==> src/hdl/usrd_pkg.sv <==
// Package with the types, codes and constants of the USB standard request decoder.
package usrd_pkg;

    localparam int ENDPOINT_COUNT_DEFAULT = 8;

    localparam int S_DATA_W = 48;
    localparam int M_DATA_W = 40;
    localparam int CFG_DATA_W = 4;

    // Actions.
    localparam logic [2:0] ACT_STALL    = 3'd0;
    localparam logic [2:0] ACT_ACK      = 3'd1;
    localparam logic [2:0] ACT_SEND     = 3'd2;
    localparam logic [2:0] ACT_SOFTWARE = 3'd3;
    localparam logic [2:0] ACT_NONE     = 3'd4;

    // Data stage kinds.
    localparam logic [3:0] KIND_NONE      = 4'd0;
    localparam logic [3:0] KIND_STATUS    = 4'd1;
    localparam logic [3:0] KIND_DEVICE    = 4'd2;
    localparam logic [3:0] KIND_LANGUAGE  = 4'd3;
    localparam logic [3:0] KIND_STRING    = 4'd4;
    localparam logic [3:0] KIND_CONFIG    = 4'd5;
    localparam logic [3:0] KIND_INTERFACE = 4'd6;
    localparam logic [3:0] KIND_ENDPOINT  = 4'd7;
    localparam logic [3:0] KIND_CONFBYTE  = 4'd8;

    // Request types and recipients.
    localparam logic [1:0] TYPE_STANDARD = 2'd0;
    localparam logic [1:0] TYPE_CLASS    = 2'd1;
    localparam logic [1:0] TYPE_VENDOR   = 2'd2;
    localparam logic [4:0] RCPT_DEVICE    = 5'd0;
    localparam logic [4:0] RCPT_INTERFACE = 5'd1;
    localparam logic [4:0] RCPT_ENDPOINT  = 5'd2;

    // Standard request codes.
    localparam logic [7:0] REQ_GET_STS        = 8'd0;
    localparam logic [7:0] REQ_CLR_FEATURE    = 8'd1;
    localparam logic [7:0] REQ_SET_FEAT       = 8'd3;
    localparam logic [7:0] REQ_SET_ADDR       = 8'd5;
    localparam logic [7:0] REQ_GET_DESCRIPTOR = 8'd6;
    localparam logic [7:0] REQ_SET_DESCRIPTOR = 8'd7;
    localparam logic [7:0] REQ_GET_CONFIG     = 8'd8;
    localparam logic [7:0] REQ_SET_CONFIG     = 8'd9;

    // Descriptor types.
    localparam logic [7:0] DESC_DEVICE    = 8'd1;
    localparam logic [7:0] DESC_CONFIG    = 8'd2;
    localparam logic [7:0] DESC_STRING    = 8'd3;
    localparam logic [7:0] DESC_INTERFACE = 8'd4;
    localparam logic [7:0] DESC_ENDPOINT  = 8'd5;

    localparam logic [2:0] MAX_BUNDLED_EP = 3'd6;

    // Configuration register indexes.
    localparam logic CFG_STRING_COUNT = 1'b0;
    localparam logic CFG_EP_DESC_COUNT = 1'b1;

    // Bus commands.
    localparam logic CMD_SETUP     = 1'b0;
    localparam logic CMD_BUS_RESET = 1'b1;

    typedef struct packed {
        logic [6:0] out_halt_mask;
        logic [6:0] in_halt_mask;
        logic       configured;
        logic       address_changed;
        logic [6:0] device_address;
        logic       direction_in;
        logic [7:0] data_value;
        logic [3:0] data_kind;
        logic [2:0] action;
    } result_t;

endpackage

==> src/hdl/usb_standard_request_decoder_unit.sv <==
// Top level of the USB standard request decoder: input register, decode and result register.
// An item passes through the input register and the result register; an output stall holds both.
// Throughput: one item per cycle unless the output stalls; the decode between the input register
// and the result register reads and updates the address, configured and halt registers.
// Reset: rst_n clears the pipeline valids, the device state and both configuration registers.
module usb_standard_request_decoder_unit
    import usrd_pkg::*;
#(
    parameter int ENDPOINT_COUNT = ENDPOINT_COUNT_DEFAULT
)
(
    input  logic                  clk,
    input  logic                  rst_n,
    input  logic                  s_tvalid,
    output logic                  s_tready,
    // request_type, request_code, request_value, request_index
    input  logic [S_DATA_W-1:0]   s_tdata,
    // command
    input  logic                  s_tuser,
    output logic                  m_tvalid,
    input  logic                  m_tready,
    // action, data_kind, data_value, direction_in, device_address, address_changed,
    // configured, in_halt_mask, out_halt_mask, one zero pad bit
    output logic [M_DATA_W-1:0]   m_tdata,
    input  logic                  cfg_we,
    input  logic                  cfg_index,
    input  logic [CFG_DATA_W-1:0] cfg_data
);

    localparam logic [4:0] EP_LIMIT = 5'(ENDPOINT_COUNT);

    logic                in_vld_reg;
    logic                command_reg;
    logic [7:0]          rtype_reg;
    logic [7:0]          code_reg;
    logic [15:0]         value_reg;
    logic [15:0]         index_reg;
    logic                out_vld_reg;
    result_t             result_reg;
    result_t             result_next;
    logic [6:0]          bus_address_reg;
    logic [6:0]          bus_address_next;
    logic                configured_reg;
    logic                configured_next;
    logic [6:0]          in_halts_reg;
    logic [6:0]          in_halts_next;
    logic [6:0]          out_halts_reg;
    logic [6:0]          out_halts_next;
    logic [3:0]          string_count_reg;
    logic [2:0]          ep_desc_count_reg;
    logic                advance;
    logic                s_accept;

    logic [1:0]          req_kind;
    logic [4:0]          recipient;
    logic [7:0]          desc_type;
    logic [7:0]          desc_n;
    logic [7:0]          desc_n_m1;
    logic [3:0]          desc_ep;
    logic [3:0]          ep_num;
    logic                ep_ok;
    logic [6:0]          ep_bit;
    logic [2:0]          bundle_count;

    assign advance  = in_vld_reg && (!out_vld_reg || m_tready);
    assign s_tready = !in_vld_reg || advance;
    assign s_accept = s_tvalid && s_tready;
    assign m_tvalid = out_vld_reg;
    assign m_tdata  = {1'b0, result_reg};

    always_ff @(posedge clk or negedge rst_n)
    begin
        if (!rst_n)
        begin
            in_vld_reg        <= 1'b0;
            out_vld_reg       <= 1'b0;
            bus_address_reg   <= '0;
            configured_reg    <= 1'b0;
            in_halts_reg      <= '0;
            out_halts_reg     <= '0;
            string_count_reg  <= '0;
            ep_desc_count_reg <= '0;
        end
        else
        begin
            if (s_accept)
            begin
                in_vld_reg <= 1'b1;
            end
            else if (advance)
            begin
                in_vld_reg <= 1'b0;
            end
            if (advance)
            begin
                out_vld_reg     <= 1'b1;
                bus_address_reg <= bus_address_next;
                configured_reg  <= configured_next;
                in_halts_reg    <= in_halts_next;
                out_halts_reg   <= out_halts_next;
            end
            else if (m_tready)
            begin
                out_vld_reg <= 1'b0;
            end
            if (cfg_we)
            begin
                case (cfg_index)
                    CFG_STRING_COUNT:  string_count_reg  <= cfg_data;
                    CFG_EP_DESC_COUNT: ep_desc_count_reg <= cfg_data[2:0];
                    default:           string_count_reg  <= string_count_reg;
                endcase
            end
        end
    end

    always_ff @(posedge clk)
    begin
        if (s_accept)
        begin
            command_reg <= s_tuser;
            rtype_reg   <= s_tdata[7:0];
            code_reg    <= s_tdata[15:8];
            value_reg   <= s_tdata[31:16];
            index_reg   <= s_tdata[47:32];
        end
        if (advance)
        begin
            result_reg <= result_next;
        end
    end

    assign req_kind     = rtype_reg[6:5];
    assign recipient    = rtype_reg[4:0];
    assign desc_type    = value_reg[15:8];
    assign desc_n       = index_reg[7:0];
    assign desc_n_m1    = desc_n - 8'd1;
    assign desc_ep      = index_reg[3:0];
    assign ep_num       = index_reg[3:0];
    assign ep_ok        = (ep_num != 4'd0) && (ep_num <= 4'd7) && ({1'b0, ep_num} < EP_LIMIT);
    assign ep_bit       = 7'(7'd1 << (ep_num[2:0] - 3'd1));
    assign bundle_count = (ep_desc_count_reg > MAX_BUNDLED_EP) ? MAX_BUNDLED_EP
                                                                : ep_desc_count_reg;

    always_comb
    begin
        logic [2:0] act;
        logic [3:0] kind;
        logic [7:0] val;
        logic       chg;

        act              = ACT_NONE;
        kind             = KIND_NONE;
        val              = 8'd0;
        chg              = 1'b0;
        bus_address_next = bus_address_reg;
        configured_next  = configured_reg;
        in_halts_next    = in_halts_reg;
        out_halts_next   = out_halts_reg;

        if (command_reg == CMD_BUS_RESET)
        begin
            bus_address_next = '0;
            configured_next  = 1'b0;
            in_halts_next    = '0;
            out_halts_next   = '0;
        end
        else if (req_kind == TYPE_CLASS || req_kind == TYPE_VENDOR)
        begin
            act = ACT_SOFTWARE;
        end
        else if (req_kind != TYPE_STANDARD)
        begin
            act = ACT_STALL;
        end
        else if (recipient == RCPT_DEVICE)
        begin
            case (code_reg)
                REQ_GET_STS:
                begin
                    act  = ACT_SEND;
                    kind = KIND_STATUS;
                    val  = 8'd1;
                end
                REQ_SET_ADDR:
                begin
                    bus_address_next = value_reg[6:0];
                    chg              = 1'b1;
                    act              = ACT_ACK;
                end
                REQ_GET_DESCRIPTOR:
                begin
                    act = ACT_SEND;
                    case (desc_type)
                        DESC_DEVICE:
                        begin
                            kind = KIND_DEVICE;
                        end
                        DESC_CONFIG:
                        begin
                            kind = KIND_CONFIG;
                            val  = {5'd0, bundle_count};
                        end
                        DESC_STRING:
                        begin
                            if (desc_n == 8'd0)
                            begin
                                kind = KIND_LANGUAGE;
                            end
                            else if (desc_n_m1 >= {4'd0, string_count_reg})
                            begin
                                act = ACT_STALL;
                            end
                            else
                            begin
                                kind = KIND_STRING;
                                val  = desc_n_m1;
                            end
                        end
                        DESC_INTERFACE:
                        begin
                            kind = KIND_INTERFACE;
                        end
                        DESC_ENDPOINT:
                        begin
                            if (desc_ep == 4'd0 || desc_ep > {1'b0, ep_desc_count_reg})
                            begin
                                act = ACT_STALL;
                            end
                            else
                            begin
                                kind = KIND_ENDPOINT;
                                val  = {4'd0, desc_ep - 4'd1};
                            end
                        end
                        default:
                        begin
                            act = ACT_STALL;
                        end
                    endcase
                end
                REQ_GET_CONFIG:
                begin
                    act  = ACT_SEND;
                    kind = KIND_CONFBYTE;
                    val  = {7'd0, configured_reg};
                end
                REQ_SET_CONFIG:
                begin
                    if (value_reg[7:0] != 8'd1)
                    begin
                        act = ACT_STALL;
                    end
                    else
                    begin
                        configured_next = 1'b1;
                        act             = ACT_ACK;
                    end
                end
                REQ_CLR_FEATURE, REQ_SET_FEAT, REQ_SET_DESCRIPTOR:
                begin
                    act = ACT_STALL;
                end
                default:
                begin
                    act = ACT_SOFTWARE;
                end
            endcase
        end
        else if (recipient == RCPT_INTERFACE)
        begin
            if (code_reg == REQ_GET_STS)
            begin
                act  = ACT_SEND;
                kind = KIND_STATUS;
            end
            else
            begin
                act = ACT_STALL;
            end
        end
        else if (recipient == RCPT_ENDPOINT)
        begin
            if (code_reg == REQ_GET_STS)
            begin
                act  = ACT_SEND;
                kind = KIND_STATUS;
            end
            else if ((code_reg != REQ_CLR_FEATURE && code_reg != REQ_SET_FEAT)
                     || value_reg != 16'd0 || !ep_ok)
            begin
                act = ACT_STALL;
            end
            else
            begin
                act = ACT_ACK;
                if (index_reg[7])
                begin
                    in_halts_next = (code_reg == REQ_SET_FEAT) ? (in_halts_reg | ep_bit)
                                                               : (in_halts_reg & ~ep_bit);
                end
                else
                begin
                    out_halts_next = (code_reg == REQ_SET_FEAT) ? (out_halts_reg | ep_bit)
                                                                : (out_halts_reg & ~ep_bit);
                end
            end
        end
        else
        begin
            act = ACT_STALL;
        end

        if (act != ACT_SEND)
        begin
            kind = KIND_NONE;
            val  = 8'd0;
        end

        result_next.action          = act;
        result_next.data_kind       = kind;
        result_next.data_value      = val;
        result_next.direction_in    = (command_reg == CMD_SETUP) ? rtype_reg[7] : 1'b0;
        result_next.device_address  = bus_address_next;
        result_next.address_changed = chg;
        result_next.configured      = configured_next;
        result_next.in_halt_mask    = in_halts_next;
        result_next.out_halt_mask   = out_halts_next;
    end

endmodule

==> config.mk <==
export PLATFORM = sky130hd
export DESIGN_NAME = usb_standard_request_decoder_unit
export DESIGN_NICKNAME = d
export VERILOG_FILES = /design/src/hdl/usrd_pkg.sv /design/src/hdl/usb_standard_request_decoder_unit.sv
export SDC_FILE = /design/constraint.sdc
export NUM_CORES = 1
export LEC_CHECK = 0
export ABC_CLOCK_PERIOD_IN_PS = 5020
export BUFFER_PORTS_ARGS = -buffer_cell sky130_fd_sc_hd__buf_2
export CAP_MARGIN = 20
export CORE_UTILIZATION = 60
export DETAILED_ROUTE_END_ITERATION = 7
export MAX_ROUTING_LAYER = met4
export PLACE_DENSITY_LB_ADDON = 0.15
export SLEW_MARGIN = 40
export SYNTH_ARGS = -nofsm -noshare
export SYNTH_HDL_FRONTEND = slang
export SYNTH_SLANG_ARGS = --single-unit
==> constraint.sdc <==
create_clock -name clk -period 5.02 [get_ports clk]
set_input_delay 0.502 -clock clk [delete_from_list [all_inputs] [get_ports clk]]
set_output_delay 0.502 -clock clk [all_outputs]
set_load 0.1 [all_outputs]
==> out/metrics.cfg <==
[outcome]
outcome = finished, final reports clean

[synth]
ys_warn_count = 0
synth_seq_cells = 111
ys_types = 57
async_flop_share_pct = 27.93
postSynthCellCount = 440
syn_area_per_cell_um2 = 12.05
yosysSeqAreaShare_pct = 59.95
ys.flop_type = edfxtp_1
syn_area_um2 = 5301
synth_edf_count = 80

[hold_path]
hp-class = primary input to async pin

[cts]
clock_sinks = 111
cts_tree = done
clockRootBuffer = clkbuf_8
cts_hold_buf = 0
clk_latency_ns = 0.40
path_clk_slew_ns = 0.13
cts_resized = 0
cts_buffers = 9
htree_levels = 3
post_cts_buffers = 0
clk_path_buf_depth = 2

[sta]
maxSlewHeadroom_pct = 50.24
finalWorstSetupSlack_ns = 1.466
hold_ws_ns = 0.03965
setup_viol = 0
timing.final.max_slew_violations = 0
worstMarginPinSlew_ns = 0.7448
fmax_mhz = 281.4
tns_ns = 0
fin_crit_ns = 3.554
rsz0062_at_grt = no
finalCritPeriodShare_pct = 70.79
clock_skew_ns = 0.01865
hold_violations = 0

[layout]
nets = 607
largest_reg_flops = 39
regArea_um2 = 3178
num-fill-cells = 610
n_antenna_cell = 0
drive_gt1_share_pct = 24.91
multi_input_area_um2 = 1992
area_growth_pct = 14.68

[floorplanning]
fp.dieW_um = 96.00
dieArea_um2 = 9215
core_um2 = 8382
io_pins = 101
start_util_pct = 63.25
die_y_um = 96.00
placementRows = 33

[placed_design]
portBuffers = 91
hpwlAfterDp_um = 7671
pre_cts_ws_ns = 1.583
gp_congestion = 0.9410

[route]
first_pass_iters = 6
routed-via-count = 3846
drc = 0
wl_um = 10910
ant_nets = 0
first_iter_violations = 240
avgRoutedWirePerCell_um = 16.97
via_per_inst = 5.981

[global_routing]
use_met1_pct = 33.75
grt_pass1_vias = 3624
grt_pass1_wl_um = 17560
gr-usage-met3_pct = 4.423
grt_usage_pct = 26.23
grtUsageMet2_pct = 42.73
busiest_layer = met2
grt_antenna_before_repair = 0
grt_overflow = 0
grt_start_max_net_pins = 47

[power_and_ir_drop]
p_total_mw = 1.972
peakVddDrop_uv = 224.5
powerDensity_nw_per_um2 = 324.4
leakage_nw = 2.422

[setup_path]
worstSetupPathType = flop to flop
crit_fanout = 11
rr_worst_depth = 9
required_ns = 5.24
r2r-start = index_reg[0]
worst_setup_path_start_kind = flop
r2r_slack_ns = 1.47
critical_path_arrival_ns = 3.77
cp-end-kind = flop
timing.rr.end = m_tdata[10]

[job]
cap_viol_max_count = 0

## cell usage after synthesis (5+ instances only)
cell      instances  area share [%]
nand4_1           7            0.83
a22oi_1           7            0.99
nor4_1           10             1.2
ha_1             15             3.5
mux2i_1          20             3.8
a221o_1           6             1.1
o21ai_0          23             2.2
edfxtp_1         80              45
inv_1            21             1.5
nor3b_1           8             1.1
nor2b_1           7            0.83
o21ai_1           7            0.66
nor3_1           13             1.2
nand2b_1         11             1.3
clkbuf_1         10            0.71
nand2_1          36             2.5
nor4_2            6             1.4
o211ai_1          8             1.1
dfrtp_1          31              15
a211oi_1          5            0.71
nor2_1           32             2.3
nand3_1           9            0.85
a21oi_1          11             1.0
## placed cells by master (no fill, tap or decap), types with 11 or more instances in the layout
cell type	n
inv_1	21
nor3_1	12
a21oi_1	11
nand2_1	36
o21ai_0	23
ha_1	15
nor2_1	32
edfxtp_1	80
buf_2	90
dfrtp_1	31
mux2i_1	20
nand2b_1	11
## power by group
part           switching (mW)  internal (mW)
sequential             0.0331           1.05
clock                   0.355          0.208
combinational           0.265         0.0655
total                   0.654           1.32
## area by class of cell
cell class	instances	area share [%]
clock buffers	9	2.037
clock inverters	7	1.502
inverters	22	1.358
multi-input cells	295	32.76
flip-flops and latches	111	52.27
well taps	105	2.161
repair buffers	94	7.903
## worst max path at each step
stage                      start               end  slack, ns  depth (start not counted)
floorplan               m_tvalid  out_halts_reg[3]       1.52                          8
global placement    index_reg[0]        m_tdata[5]       1.67                          9
detailed placement  index_reg[0]       m_tdata[10]       1.58                          9
CTS                 index_reg[0]       m_tdata[10]       1.53                          9
global route        index_reg[0]       m_tdata[10]       1.23                          9
finish              index_reg[0]       m_tdata[10]       1.47                          9
## kinds of logic (layout without fill, tap and decap cells)
| logic type | after synthesis | in the layout | synth area share, % |
|---|---|---|---|
| xor gates and xnor gates | 3 | 3 | 0.4957 |
| buffers and inverters | 38 | 132 | 2.903 |
| and+or+nand+nor | 166 | 166 | 18.06 |
| muxes | 24 | 24 | 4.626 |
| adders and majority gates | 15 | 15 | 3.540 |
| AOI/OAI and AO/OA | 82 | 82 | 10.36 |
| DFF | 111 | 111 | 59.95 |
| other | 1 | 5 | 0.07074 |
## worst max-delay path: stages, from the launching register on
cell and delay (ns):
edfxtp_1 0.52, inv_1 0.15, ha_1 0.25, ha_1 0.53, ha_1 0.31, o21ai_0 0.27, o2111ai_1 0.14, o311ai_0 0.61
o2111ai_1 0.29, nor3b_1 0.31
## stage by stage
stage	area (um^2)	cells	utilization, %
floorplan	5316	444	-
CTS	6071	643	72.43
detailed placement	5856	627	69.86
finish	6080	643	72.53
global route	6080	643	72.53
global placement	5856	627	69.86
## routing by layer
layer  wire length [um]  up-vias
met2               5392      164
met1               4642     1833
li1                   -     1832
met4                150        0
met3                724       17
met5                  0        -
Note: power is estimated with default switching activity, not from simulation.
